$ cat src/hw/rtl/yrse_pkg.sv
`default_nettype none
package yrse_pkg;

  // Q10 conversion coefficients
  localparam int unsigned CoefW = 13;
  localparam logic signed [CoefW-1:0] QY  = 13'sd1192;
  localparam logic signed [CoefW-1:0] QRV = 13'sd1634;
  localparam logic signed [CoefW-1:0] QGV = 13'sd833;
  localparam logic signed [CoefW-1:0] QGU = 13'sd401;
  localparam logic signed [CoefW-1:0] QBU = 13'sd2065;

  localparam logic signed [8:0] YOffset = 9'sd16;
  localparam logic signed [8:0] COffset = 9'sd128;

  localparam int unsigned ProdW = 20;
  localparam int unsigned SumW  = 22;
  localparam int unsigned FracW = 10;

  localparam logic [1:0] PassesMax   = 2'd2;
  localparam logic [1:0] PassesReset = 2'd2;

  typedef struct packed {
    logic [7:0] r;
    logic [7:0] g;
    logic [7:0] b;
  } pix_t;

  // pixel plus the number of brightening passes still to run
  typedef struct packed {
    pix_t       pix;
    logic [1:0] n;
  } beat_t;

endpackage
`default_nettype wire

$ cat src/hw/rtl/yrse_in_if.sv
`default_nettype none
interface yrse_in_if;
  logic       valid;
  logic       ready;
  logic [7:0] luma;
  logic [7:0] chroma_blue;
  logic [7:0] chroma_red;

  modport source (output valid, luma, chroma_blue, chroma_red, input ready);
  modport sink   (input valid, luma, chroma_blue, chroma_red, output ready);
endinterface
`default_nettype wire

$ cat src/hw/rtl/yrse_out_if.sv
`default_nettype none
interface yrse_out_if;
  logic       valid;
  logic       ready;
  logic [7:0] red_out;
  logic [7:0] green_out;
  logic [7:0] blue_out;

  modport source (output valid, red_out, green_out, blue_out, input ready);
  modport sink   (input valid, red_out, green_out, blue_out, output ready);
endinterface
`default_nettype wire

$ cat src/hw/rtl/yrse_csc.sv
`default_nettype none
// Color space conversion: products, then sum / truncate / saturate.
module yrse_csc (
  input  wire logic             clk_i,
  input  wire logic             rst_ni,
  yrse_in_if.sink               pix_i,
  input  wire logic [1:0]       passes_i,
  output logic                  valid_o,
  input  wire logic             ready_i,
  output yrse_pkg::beat_t       beat_o
);

  logic signed [8:0] y_s, cb_s, cr_s;
  logic [1:0]        n_in;

  logic                                 s1_v_q;
  logic signed [yrse_pkg::ProdW-1:0]    py_q, prv_q, pgv_q, pgu_q, pbu_q;
  logic [1:0]                           s1_n_q;
  logic                                 s1_ready;

  logic                                 s2_v_q;
  yrse_pkg::beat_t                      s2_beat_q;
  logic                                 s2_ready;

  logic signed [yrse_pkg::SumW-1:0]     sum_r, sum_g, sum_b;
  yrse_pkg::pix_t                       pix_d;

  assign y_s  = $signed({1'b0, pix_i.luma}) - yrse_pkg::YOffset;
  assign cb_s = $signed({1'b0, pix_i.chroma_blue}) - yrse_pkg::COffset;
  assign cr_s = $signed({1'b0, pix_i.chroma_red}) - yrse_pkg::COffset;
  // a count of 3 acts as the maximum
  assign n_in = (passes_i > yrse_pkg::PassesMax) ? yrse_pkg::PassesMax : passes_i;

  assign s2_ready    = !s2_v_q || ready_i;
  assign s1_ready    = !s1_v_q || s2_ready;
  assign pix_i.ready = s1_ready;

  always_ff @(posedge clk_i or negedge rst_ni) begin
    if (!rst_ni) begin
      s1_v_q <= 1'b0;
    end else if (s1_ready) begin
      s1_v_q <= pix_i.valid;
    end
  end

  always_ff @(posedge clk_i) begin
    if (s1_ready && pix_i.valid) begin
      py_q   <= yrse_pkg::ProdW'(y_s) * yrse_pkg::ProdW'(yrse_pkg::QY);
      prv_q  <= yrse_pkg::ProdW'(cr_s) * yrse_pkg::ProdW'(yrse_pkg::QRV);
      pgv_q  <= yrse_pkg::ProdW'(cr_s) * yrse_pkg::ProdW'(yrse_pkg::QGV);
      pgu_q  <= yrse_pkg::ProdW'(cb_s) * yrse_pkg::ProdW'(yrse_pkg::QGU);
      pbu_q  <= yrse_pkg::ProdW'(cb_s) * yrse_pkg::ProdW'(yrse_pkg::QBU);
      s1_n_q <= n_in;
    end
  end

  assign sum_r = yrse_pkg::SumW'(py_q) + yrse_pkg::SumW'(prv_q);
  assign sum_g = yrse_pkg::SumW'(py_q) - yrse_pkg::SumW'(pgv_q) - yrse_pkg::SumW'(pgu_q);
  assign sum_b = yrse_pkg::SumW'(py_q) + yrse_pkg::SumW'(pbu_q);

  function automatic logic [7:0] sat_q10(logic signed [yrse_pkg::SumW-1:0] s);
    logic [7:0] v;
    // negative sums truncate to zero or below, both clamp to 0
    if (s < 0) begin
      v = 8'd0;
    end else if (s[yrse_pkg::SumW-1:yrse_pkg::FracW+8] != '0) begin
      v = 8'd255;
    end else begin
      v = s[yrse_pkg::FracW+7:yrse_pkg::FracW];
    end
    return v;
  endfunction

  always_comb begin
    pix_d.r = sat_q10(sum_r);
    pix_d.g = sat_q10(sum_g);
    pix_d.b = sat_q10(sum_b);
  end

  always_ff @(posedge clk_i or negedge rst_ni) begin
    if (!rst_ni) begin
      s2_v_q <= 1'b0;
    end else if (s2_ready) begin
      s2_v_q <= s1_v_q;
    end
  end

  always_ff @(posedge clk_i) begin
    if (s2_ready && s1_v_q) begin
      s2_beat_q.pix <= pix_d;
      s2_beat_q.n   <= s1_n_q;
    end
  end

  assign valid_o = s2_v_q;
  assign beat_o  = s2_beat_q;

endmodule
`default_nettype wire

$ cat src/hw/rtl/yrse_pass.sv
`default_nettype none
// One screen brightening pass: scale by (255 - G), then screen blend.
// Skipped (data passes unchanged) when no passes remain for the word.
module yrse_pass (
  input  wire logic             clk_i,
  input  wire logic             rst_ni,
  input  wire logic             valid_i,
  output logic                  ready_o,
  input  wire yrse_pkg::beat_t  beat_i,
  output logic                  valid_o,
  input  wire logic             ready_i,
  output yrse_pkg::beat_t       beat_o
);

  logic [7:0]      alpha;
  logic [15:0]     mr, mg, mb;

  logic            a_v_q;
  yrse_pkg::beat_t a_beat_q;
  yrse_pkg::pix_t  a_s_q;
  logic            a_ready;

  logic            b_v_q;
  yrse_pkg::beat_t b_beat_q;
  logic            b_ready;

  logic [15:0]     xr, xg, xb;
  yrse_pkg::beat_t b_beat_d;

  assign b_ready = !b_v_q || ready_i;
  assign a_ready = !a_v_q || b_ready;
  assign ready_o = a_ready;

  assign alpha = 8'd255 - beat_i.pix.g;
  assign mr    = {8'd0, beat_i.pix.r} * {8'd0, alpha};
  assign mg    = {8'd0, beat_i.pix.g} * {8'd0, alpha};
  assign mb    = {8'd0, beat_i.pix.b} * {8'd0, alpha};

  always_ff @(posedge clk_i or negedge rst_ni) begin
    if (!rst_ni) begin
      a_v_q <= 1'b0;
    end else if (a_ready) begin
      a_v_q <= valid_i;
    end
  end

  always_ff @(posedge clk_i) begin
    if (a_ready && valid_i) begin
      a_beat_q <= beat_i;
      a_s_q.r  <= mr[15:8];
      a_s_q.g  <= mg[15:8];
      a_s_q.b  <= mb[15:8];
    end
  end

  assign xr = {8'd0, 8'd255 - a_beat_q.pix.r} * {8'd0, 8'd255 - a_s_q.r};
  assign xg = {8'd0, 8'd255 - a_beat_q.pix.g} * {8'd0, 8'd255 - a_s_q.g};
  assign xb = {8'd0, 8'd255 - a_beat_q.pix.b} * {8'd0, 8'd255 - a_s_q.b};

  always_comb begin
    b_beat_d = a_beat_q;
    if (a_beat_q.n != 2'd0) begin
      b_beat_d.pix.r = 8'd255 - xr[15:8];
      b_beat_d.pix.g = 8'd255 - xg[15:8];
      b_beat_d.pix.b = 8'd255 - xb[15:8];
      b_beat_d.n     = a_beat_q.n - 2'd1;
    end
  end

  always_ff @(posedge clk_i or negedge rst_ni) begin
    if (!rst_ni) begin
      b_v_q <= 1'b0;
    end else if (b_ready) begin
      b_v_q <= a_v_q;
    end
  end

  always_ff @(posedge clk_i) begin
    if (b_ready && a_v_q) begin
      b_beat_q <= b_beat_d;
    end
  end

  assign valid_o = b_v_q;
  assign beat_o  = b_beat_q;

endmodule
`default_nettype wire

$ cat src/hw/rtl/ycbcr_to_rgb_screen_enhance.sv
// Pipeline: 2 conversion stages, then 2 stages for each of the two brightening pass units.
// Throughput: one pixel per cycle; each stage holds its word under stall
// and fills bubbles, so a stalled output blocks the input only once all six stages are full.
// Reset: async active low; clears all stage valid bits, passes_q = 2.
`default_nettype none
module ycbcr_to_rgb_screen_enhance (
  input  wire logic       clk_i,
  input  wire logic       rst_ni,
  yrse_in_if.sink         pix_i,
  yrse_out_if.source      pix_o,
  input  wire logic       cfg_we_i,
  input  wire logic [1:0] cfg_wdata_i
);

  logic [1:0]      passes_q;

  logic            csc_valid, p1_valid, p2_valid;
  logic            csc_ready, p1_ready;
  yrse_pkg::beat_t csc_beat, p1_beat, p2_beat;

  always_ff @(posedge clk_i or negedge rst_ni) begin
    if (!rst_ni) begin
      passes_q <= yrse_pkg::PassesReset;
    end else if (cfg_we_i) begin
      passes_q <= cfg_wdata_i;
    end
  end

  yrse_csc u_csc (
    .clk_i   (clk_i),
    .rst_ni  (rst_ni),
    .pix_i   (pix_i),
    .passes_i(passes_q),
    .valid_o (csc_valid),
    .ready_i (csc_ready),
    .beat_o  (csc_beat)
  );

  yrse_pass u_pass1 (
    .clk_i  (clk_i),
    .rst_ni (rst_ni),
    .valid_i(csc_valid),
    .ready_o(csc_ready),
    .beat_i (csc_beat),
    .valid_o(p1_valid),
    .ready_i(p1_ready),
    .beat_o (p1_beat)
  );

  yrse_pass u_pass2 (
    .clk_i  (clk_i),
    .rst_ni (rst_ni),
    .valid_i(p1_valid),
    .ready_o(p1_ready),
    .beat_i (p1_beat),
    .valid_o(p2_valid),
    .ready_i(pix_o.ready),
    .beat_o (p2_beat)
  );

  assign pix_o.valid     = p2_valid;
  assign pix_o.red_out   = p2_beat.pix.r;
  assign pix_o.green_out = p2_beat.pix.g;
  assign pix_o.blue_out  = p2_beat.pix.b;

endmodule
`default_nettype wire

$ cat src/flat_wrapper.sv
// flat-port wrapper written by rule: the top's interface ports become plain ports
module ycbcr_to_rgb_screen_enhance_flat 
  (clk_i, rst_ni, cfg_we_i, cfg_wdata_i, pix_i_valid, pix_i_luma, pix_i_chroma_blue, pix_i_chroma_red, pix_i_ready, pix_o_valid, pix_o_red_out, pix_o_green_out, pix_o_blue_out, pix_o_ready);
  yrse_in_if pix_i_i ();
  yrse_out_if pix_o_i ();
  input  wire logic clk_i;
  input  wire logic rst_ni;
  input  wire logic cfg_we_i;
  input  wire logic [1:0] cfg_wdata_i;
  input wire logic [$bits(pix_i_i.valid)-1:0] pix_i_valid;
  input wire logic [$bits(pix_i_i.luma)-1:0] pix_i_luma;
  input wire logic [$bits(pix_i_i.chroma_blue)-1:0] pix_i_chroma_blue;
  input wire logic [$bits(pix_i_i.chroma_red)-1:0] pix_i_chroma_red;
  output wire logic [$bits(pix_i_i.ready)-1:0] pix_i_ready;
  output wire logic [$bits(pix_o_i.valid)-1:0] pix_o_valid;
  output wire logic [$bits(pix_o_i.red_out)-1:0] pix_o_red_out;
  output wire logic [$bits(pix_o_i.green_out)-1:0] pix_o_green_out;
  output wire logic [$bits(pix_o_i.blue_out)-1:0] pix_o_blue_out;
  input wire logic [$bits(pix_o_i.ready)-1:0] pix_o_ready;
  assign pix_i_i.valid = pix_i_valid;
  assign pix_i_i.luma = pix_i_luma;
  assign pix_i_i.chroma_blue = pix_i_chroma_blue;
  assign pix_i_i.chroma_red = pix_i_chroma_red;
  assign pix_i_ready = pix_i_i.ready;
  assign pix_o_valid = pix_o_i.valid;
  assign pix_o_red_out = pix_o_i.red_out;
  assign pix_o_green_out = pix_o_i.green_out;
  assign pix_o_blue_out = pix_o_i.blue_out;
  assign pix_o_i.ready = pix_o_ready;
  ycbcr_to_rgb_screen_enhance u_core (.clk_i(clk_i), .rst_ni(rst_ni), .pix_i(pix_i_i), .pix_o(pix_o_i), .cfg_we_i(cfg_we_i), .cfg_wdata_i(cfg_wdata_i));
endmodule
$ cat config.mk
export PLATFORM = sky130hd
export DESIGN_NAME = ycbcr_to_rgb_screen_enhance_flat
export DESIGN_NICKNAME = d
export VERILOG_FILES = /design/src/hw/rtl/yrse_pkg.sv /design/src/hw/rtl/yrse_in_if.sv /design/src/hw/rtl/yrse_out_if.sv /design/src/hw/rtl/yrse_csc.sv /design/src/hw/rtl/yrse_pass.sv /design/src/hw/rtl/ycbcr_to_rgb_screen_enhance.sv /design/src/flat_wrapper.sv
export SDC_FILE = /design/constraint.sdc
export NUM_CORES = 2
export LEC_CHECK = 0
export BUFFER_PORTS_ARGS = -buffer_cell sky130_fd_sc_hd__buf_2
export CORE_ASPECT_RATIO = 1.75
export CORE_MARGIN = 3
export CORE_UTILIZATION = 65
export CTS_BUF_LIST = sky130_fd_sc_hd__clkbuf_8 sky130_fd_sc_hd__clkbuf_16
export CTS_CLUSTER_DIAMETER = 150
export DETAILED_ROUTE_END_ITERATION = 7
export HOLD_SLACK_MARGIN = 0.05
export PLACE_DENSITY = 0.82
export SLEW_MARGIN = 15
export SYNTH_ARGS = -nofsm -noshare
export SYNTH_HDL_FRONTEND = slang
export SYNTH_SLANG_ARGS = --single-unit
$ cat constraint.sdc
create_clock -name clk_i -period 13.48 [get_ports clk_i]
set_input_delay 0.674 -clock clk_i [delete_from_list [all_inputs] [get_ports clk_i]]
set_output_delay 0.674 -clock clk_i [all_outputs]
set_load 0.1 [all_outputs]
## Word level (Yosys, flattened, before mapping)

Cells that the tools add are included.

- Flip-flop bits (word level): 281
- Output and inout bits: 26
- Word-level logic and storage cells: 116

- Muxes and demuxes: 5
- Add/sub/neg operators: 29
- $mul: 17
- Reduce and logical (&&, ||, !) cells: 23
- Magnitude comparators: 4

Operators by type and width:

| cell | number |
|---|---|
| $mul A8 B8 Y16 | 12 |
| $sub A8 B8 Y8 const A | 20 |
| $mux W26 | 2 |
| $add A20 B20 Y21 | 2 |
| $lt A21 B1 Y1 const B | 2 |
| $mux W8 | 3 |
| $lt A22 B1 Y1 const B | 1 |
| $sub A21 B19 Y22 | 1 |
| $sub A20 B20 Y21 | 1 |
| $mul A9 B11 Y20 const B | 1 |
| $mul A9 B13 Y20 const B | 1 |
| $mul A9 B10 Y19 const B | 1 |
| $mul A9 B11 Y19 const B | 1 |
| $sub A8 B8 Y9 const B | 2 |
| $mul A9 B9 Y17 const B | 1 |
| $reduce_bool A4 Y1 | 3 |
| $sub A8 B5 Y9 const B | 1 |
| $logic_and A1 B1 Y1 | 6 |
| $logic_not A1 Y1 | 6 |
| $logic_or A1 B1 Y1 | 6 |
| $reduce_bool A2 Y1 | 2 |
| $sub A2 B1 Y2 const B | 2 |
| $gt A2 B2 Y1 const B | 1 |

## Depth between registers and ports, before layout

- Word-level depth: 8
- Mapped depth: 20
- Depth with buffers taken out: 20

## Hierarchy

A second synthesis with hierarchy kept.

- Cells, all modules: 3957
- Area, all modules: 38852.3 um2

By module, submodules not included:

| module | cells each | area each (um2) | instances | seq. area each (um2) |
|---|---|---|---|---|
| yrse_pass (u_core.u_pass1) | 1456 | 13706.9 | 1 | 2332.2 |
| yrse_pass (u_core.u_pass2) | 1439 | 13663.1 | 1 | 2332.2 |
| yrse_csc | 1058 | 11408.4 | 1 | 3413.3 |
| ycbcr_to_rgb_screen_enhance | 4 | 73.8 | 1 | 51.3 |

## Worst setup path after synthesis

OpenSTA, ideal clock, no wires.

- Path kind: register to register
- Start point: register u_core.u_pass2.b_v_q (netlist: u_core.u_pass2.valid_o)
- End point: register u_core.u_pass2.a_beat_q[0] in the netlist's numbering, enable pin
- Data arrival time: 4.747 ns
- Stages on the path, launching flop included: 3
- Path buffers: 0
- Path slack: 8.199 ns
- Cells stage by stage: dfrtp_1 nor2b_1 a21boi_0

- Cells in the longest elaborated chain, start to end: 4

RTL lines:

| element | RTL line | RTL |
|---|---|---|
| from (decl) | yrse_pass.sv:23 | `logic b_v_q;` |
| from (signal assigned) | yrse_pass.sv:74 | `b_v_q <= a_v_q;` |
| $logic_not A1 Y1 | yrse_pass.sv:30 | `assign b_ready = !b_v_q \|\| ready_i;` |
| $logic_or A1 B1 Y1 | yrse_pass.sv:30 |  |
| $logic_or A1 B1 Y1 | yrse_pass.sv:31 | `assign a_ready = !a_v_q \|\| b_ready;` |
| $logic_and A1 B1 Y1 | yrse_pass.sv:48 | `if (a_ready && valid_i) begin` |
| to (signal assigned) | yrse_pass.sv:49 | `a_beat_q <= beat_i;` |
| to (decl) | yrse_pass.sv:19 | `yrse_pkg::beat_t a_beat_q;` |

Every way passes these cells.
A chain may end at the register's enable or synchronous reset.

## Final worst setup path

- Start point: register u_core.u_csc.s2_beat_q (netlist bit u_core.u_csc.beat_o[13])
- End point: register u_core.u_pass1.a_s_q[15] in the netlist's numbering (data pin)

- Cells in the longest elaborated chain, start to end: 2

RTL lines:

| element | RTL line | RTL |
|---|---|---|
| from (decl) | yrse_csc.sv:22 | `yrse_pkg::beat_t s2_beat_q;` |
| $sub A8 B8 Y8 | yrse_pass.sv:34 | `assign alpha = 8'd255 - beat_i.pix.g;` |
| $mul A8 B8 Y16 (*) | yrse_pass.sv:36 | `assign mg = {8'd0, beat_i.pix.g} * {8'd0, alpha};` |
| net u_core.u_pass1.mg[15] | yrse_pass.sv:16 | `logic [15:0] mr, mg, mb;` |
| to (decl) | yrse_pass.sv:20 | `yrse_pkg::pix_t a_s_q;` |

The timed path passes the listed nets; every way through them passes the cells marked *.

==> results.sh <==
export IMPL_synth_compound_gate_area_share=0.0669
export IMPL_synthSimpleGateAreaFrac=0.138
export IMPL_initial_utilization=0.659
export IMPL_instances_no_fill=4692
export IMPL_cp_max_fo=26
export IMPL_end_kind="flip-flop"
export IMPL_drt_wl_total_mm=79.3
export IMPL_area_delta_synth_final_pct=4.95
export IMPL_critical_path_class="flip-flop to flip-flop"
export IMPL_synth_warnings=0
export IMPL_dp_hpwl_mm=65.8
export IMPL_grt_start_max_net_pins=76
export IMPL_synthCells=3907
export IMPL_cp_arrival_ps=5790
export IMPL_numCtsBuffers=30
export IMPL_drive_above_1_share=0.0602
export IMPL_die_h_um=328
export IMPL_vias=26514
export IMPL_clock_sinks=270
export IMPL_synth_flop_cell="edfxtp_1"
export IMPL_clock_tree_root_cell="clkbuf_16"
export IMPL_synthArstFlopShare=0.0296
export IMPL_fmax_mhz=183
export IMPL_dieArea_mm2=0.0622
export IMPL_synth_top_family_by_area="adder cells"
export IMPL_slew_violations=0
export IMPL_tritoncts="yes"
export IMPL_ys_types=77
export IMPL_dp_cells=4637
export IMPL_hp_class="input pin to flip-flop"
export IMPL_synth_edf_count=262
export IMPL_grt_pass1_wl_mm=133
export IMPL_synthAdderAreaFrac=0.465
export IMPL_n_antenna_cell=0
export IMPL_rsz0062_at_grt="no"
export IMPL_clkLatencyLatePin_ps=600
export IMPL_crit_required_ps=13810
export IMPL_drt_iter0_drc=1160
export IMPL_htreeDepth=1
export IMPL_netlist_area_mm2=0.0385
export IMPL_fin_crit_ps=5460
export IMPL_via_per_inst=5.65
export IMPL_clkTransAtPathRegs_ps=70
export IMPL_worst_pin_slew_ps=996
export IMPL_synth_top_area_frac=0.244
export IMPL_start_kind="flip-flop"
export IMPL_hold_ws_ps=288
export IMPL_core_area_mm2=0.0584
export IMPL_num_io_pins=57
export IMPL_fp_dieW_um=190
export IMPL_track_usage=0.263
export IMPL_rows=117
export IMPL_synthXorXnorAreaFrac=0.0337
export IMPL_max_slew_margin=0.336
export IMPL_yosys_register_bits=270
export IMPL_syn_mean_instance_area_um2=9.85
export IMPL_synth_most_common_cell="inv_1"
export IMPL_tns_ps=0
export IMPL_io_buffer_count=56
export IMPL_antenna_left=0
export IMPL_setup_viol=0
export IMPL_drt_first_pass_iters=5
export IMPL_remaining_drc_errors=0
export IMPL_yosysTopAreaCell="fa_1"
export IMPL_hold_viol=0
export IMPL_synth_common_cells="inv_1, ha_1, fa_1"
export IMPL_cts_setup_buffers=0
export IMPL_period_share=0.405
export IMPL_place_congestion=0.944
export IMPL_antenna_found_initial=0
export IMPL_synth_area_mux_share=0.00172
export IMPL_grt_pass1_vias=29267
export IMPL_routedWlPerCell_um=16.9
export IMPL_nets=5076
export IMPL_syn_nets=5086
export IMPL_status="complete, no violations"
export IMPL_yosysSeqAreaShare=0.210
export IMPL_maxCapViolations=0
export IMPL_synth_area_leaders="fa_1, ha_1, edfxtp_1"
export IMPL_gr_total_overflow=0
export IMPL_cts_buffer_depth=3
export IMPL_skew_ps=21.6
==> cell families after synthesis <==
| kind of cell | Yosys count |
|---|---|
| XOR/XNOR | 148 |
| buffers and inverters | 863 |
| multiplexers | 5 |
| AO/OA/AOI/OAI | 380 |
| flip-flops | 270 |
| AND/OR/NAND/NOR | 1093 |
| adder cells (fa/ha/maj) | 1148 |
==> what timing repair did <==
action	CTS	global route
endpoints found under the hold margin	7	0
hold buffers	1	0
gates resized for setup	0	0
==> worst paths after layout <==
check / start / end / slack [ps] / cells after the start
setup / recovery: u_core.u_csc.beat_o[13]$_SDFFCE_PP0P_ / u_core.u_pass1.a_s_q[15]$_DFFE_PP_ / 8020 / 16
hold / removal: pix_i_valid / u_core.u_csc.s1_v_q$_DFFE_PN0N_ / 290 / 2
setup reg to reg: u_core.u_csc.beat_o[13]$_SDFFCE_PP0P_ / u_core.u_pass1.a_s_q[15]$_DFFE_PP_ / 8020 / 16
hold reg to reg: u_core.u_pass1.beat_o[1]$_DFFE_PP_ / u_core.u_pass2.a_beat_q[1]$_DFFE_PP_ / 420 / 0
max in group asynchronous: rst_ni / u_core.passes_q[1]$_DFFE_PN1P_ / 12780 / 2
min in group asynchronous: rst_ni / u_core.u_csc.s1_v_q$_DFFE_PN0N_ / 460 / 2
==> per-stage QoR <==
stage          cell area [µm²]   util  setup WS [ps]
2_1_floorplan            38500      -           8200
3_3_place_gp             39400  0.675           8310
3_5_place_dp             39400  0.675           8160
4_1_cts                  40400  0.691           8120
5_1_grt                  40400  0.691           7600
6_report                 40400  0.691           8020
==> placed cells by master, fill, tap and decap left out, types with 48 or more instances in the layout <==
cell      instances
or2_2            86
ha_1            679
xor2_1           50
fa_1            469
nor3_1           48
buf_2            56
nor2_1          449
a21oi_1          88
nand2_1         141
edfxtp_1        262
o21ai_0          77
nor2b_1         229
inv_1           755
xnor2_1          98
==> registers in the layout, summed over array words and instances (netlist names), 2 cells and up <==
name and cells:
u_core.u_csc.beat_o 26, u_core.u_pass1.a_beat_q 26, u_core.u_pass1.beat_o 26, u_core.u_pass2.a_beat_q 26, u_core.u_pass1.a_s_q 24, u_core.u_pass2.a_s_q 24
u_core.u_pass2.beat_o 24, u_core.u_csc.pgv_q 20, u_core.u_csc.pgu_q 19, u_core.u_csc.py_q 17, u_core.u_csc.prv_q 15, u_core.u_csc.pbu_q 13
u_core.passes_q 2, u_core.u_csc.s1_n_q 2
==> routing by layer <==
metal | global-route usage | vias up | wire length (µm)
met3 | 0.0236 | 287 | 2470
met4 | 0.157 | 0 | 5200
met1 | 0.243 | 13075 | 25300
met5 | 0 | - | 0
li1 | - | 12523 | -
met2 | 0.539 | 629 | 46300
==> layout make-up <==
cell class	count	area, µm²
Clock inverter	23	180
Fill cell	4297	18000
Sequential cell	270	8070
Inverter	752	2820
Tap cell	773	967
Clock buffer	31	776
Multi-Input combinational cell	2774	27200
Timing Repair Buffer	69	380
==> worst max-delay path: stages (launching register included) <==
cell      delay, ps
edfxtp_1        980
inv_1           300
ha_1            370
inv_1            40
ha_1            260
inv_1            60
fa_1            520
inv_1            50
fa_1            500
fa_1            420
ha_1            290
a21oi_1         230
o21bai_1        130
a21oi_1         350
o21ai_0         220
o41ai_1         340
xnor2_1         130
Power is not shown: default switching activity piles up to over one toggle a cycle in this logic, so the estimate is an artifact.
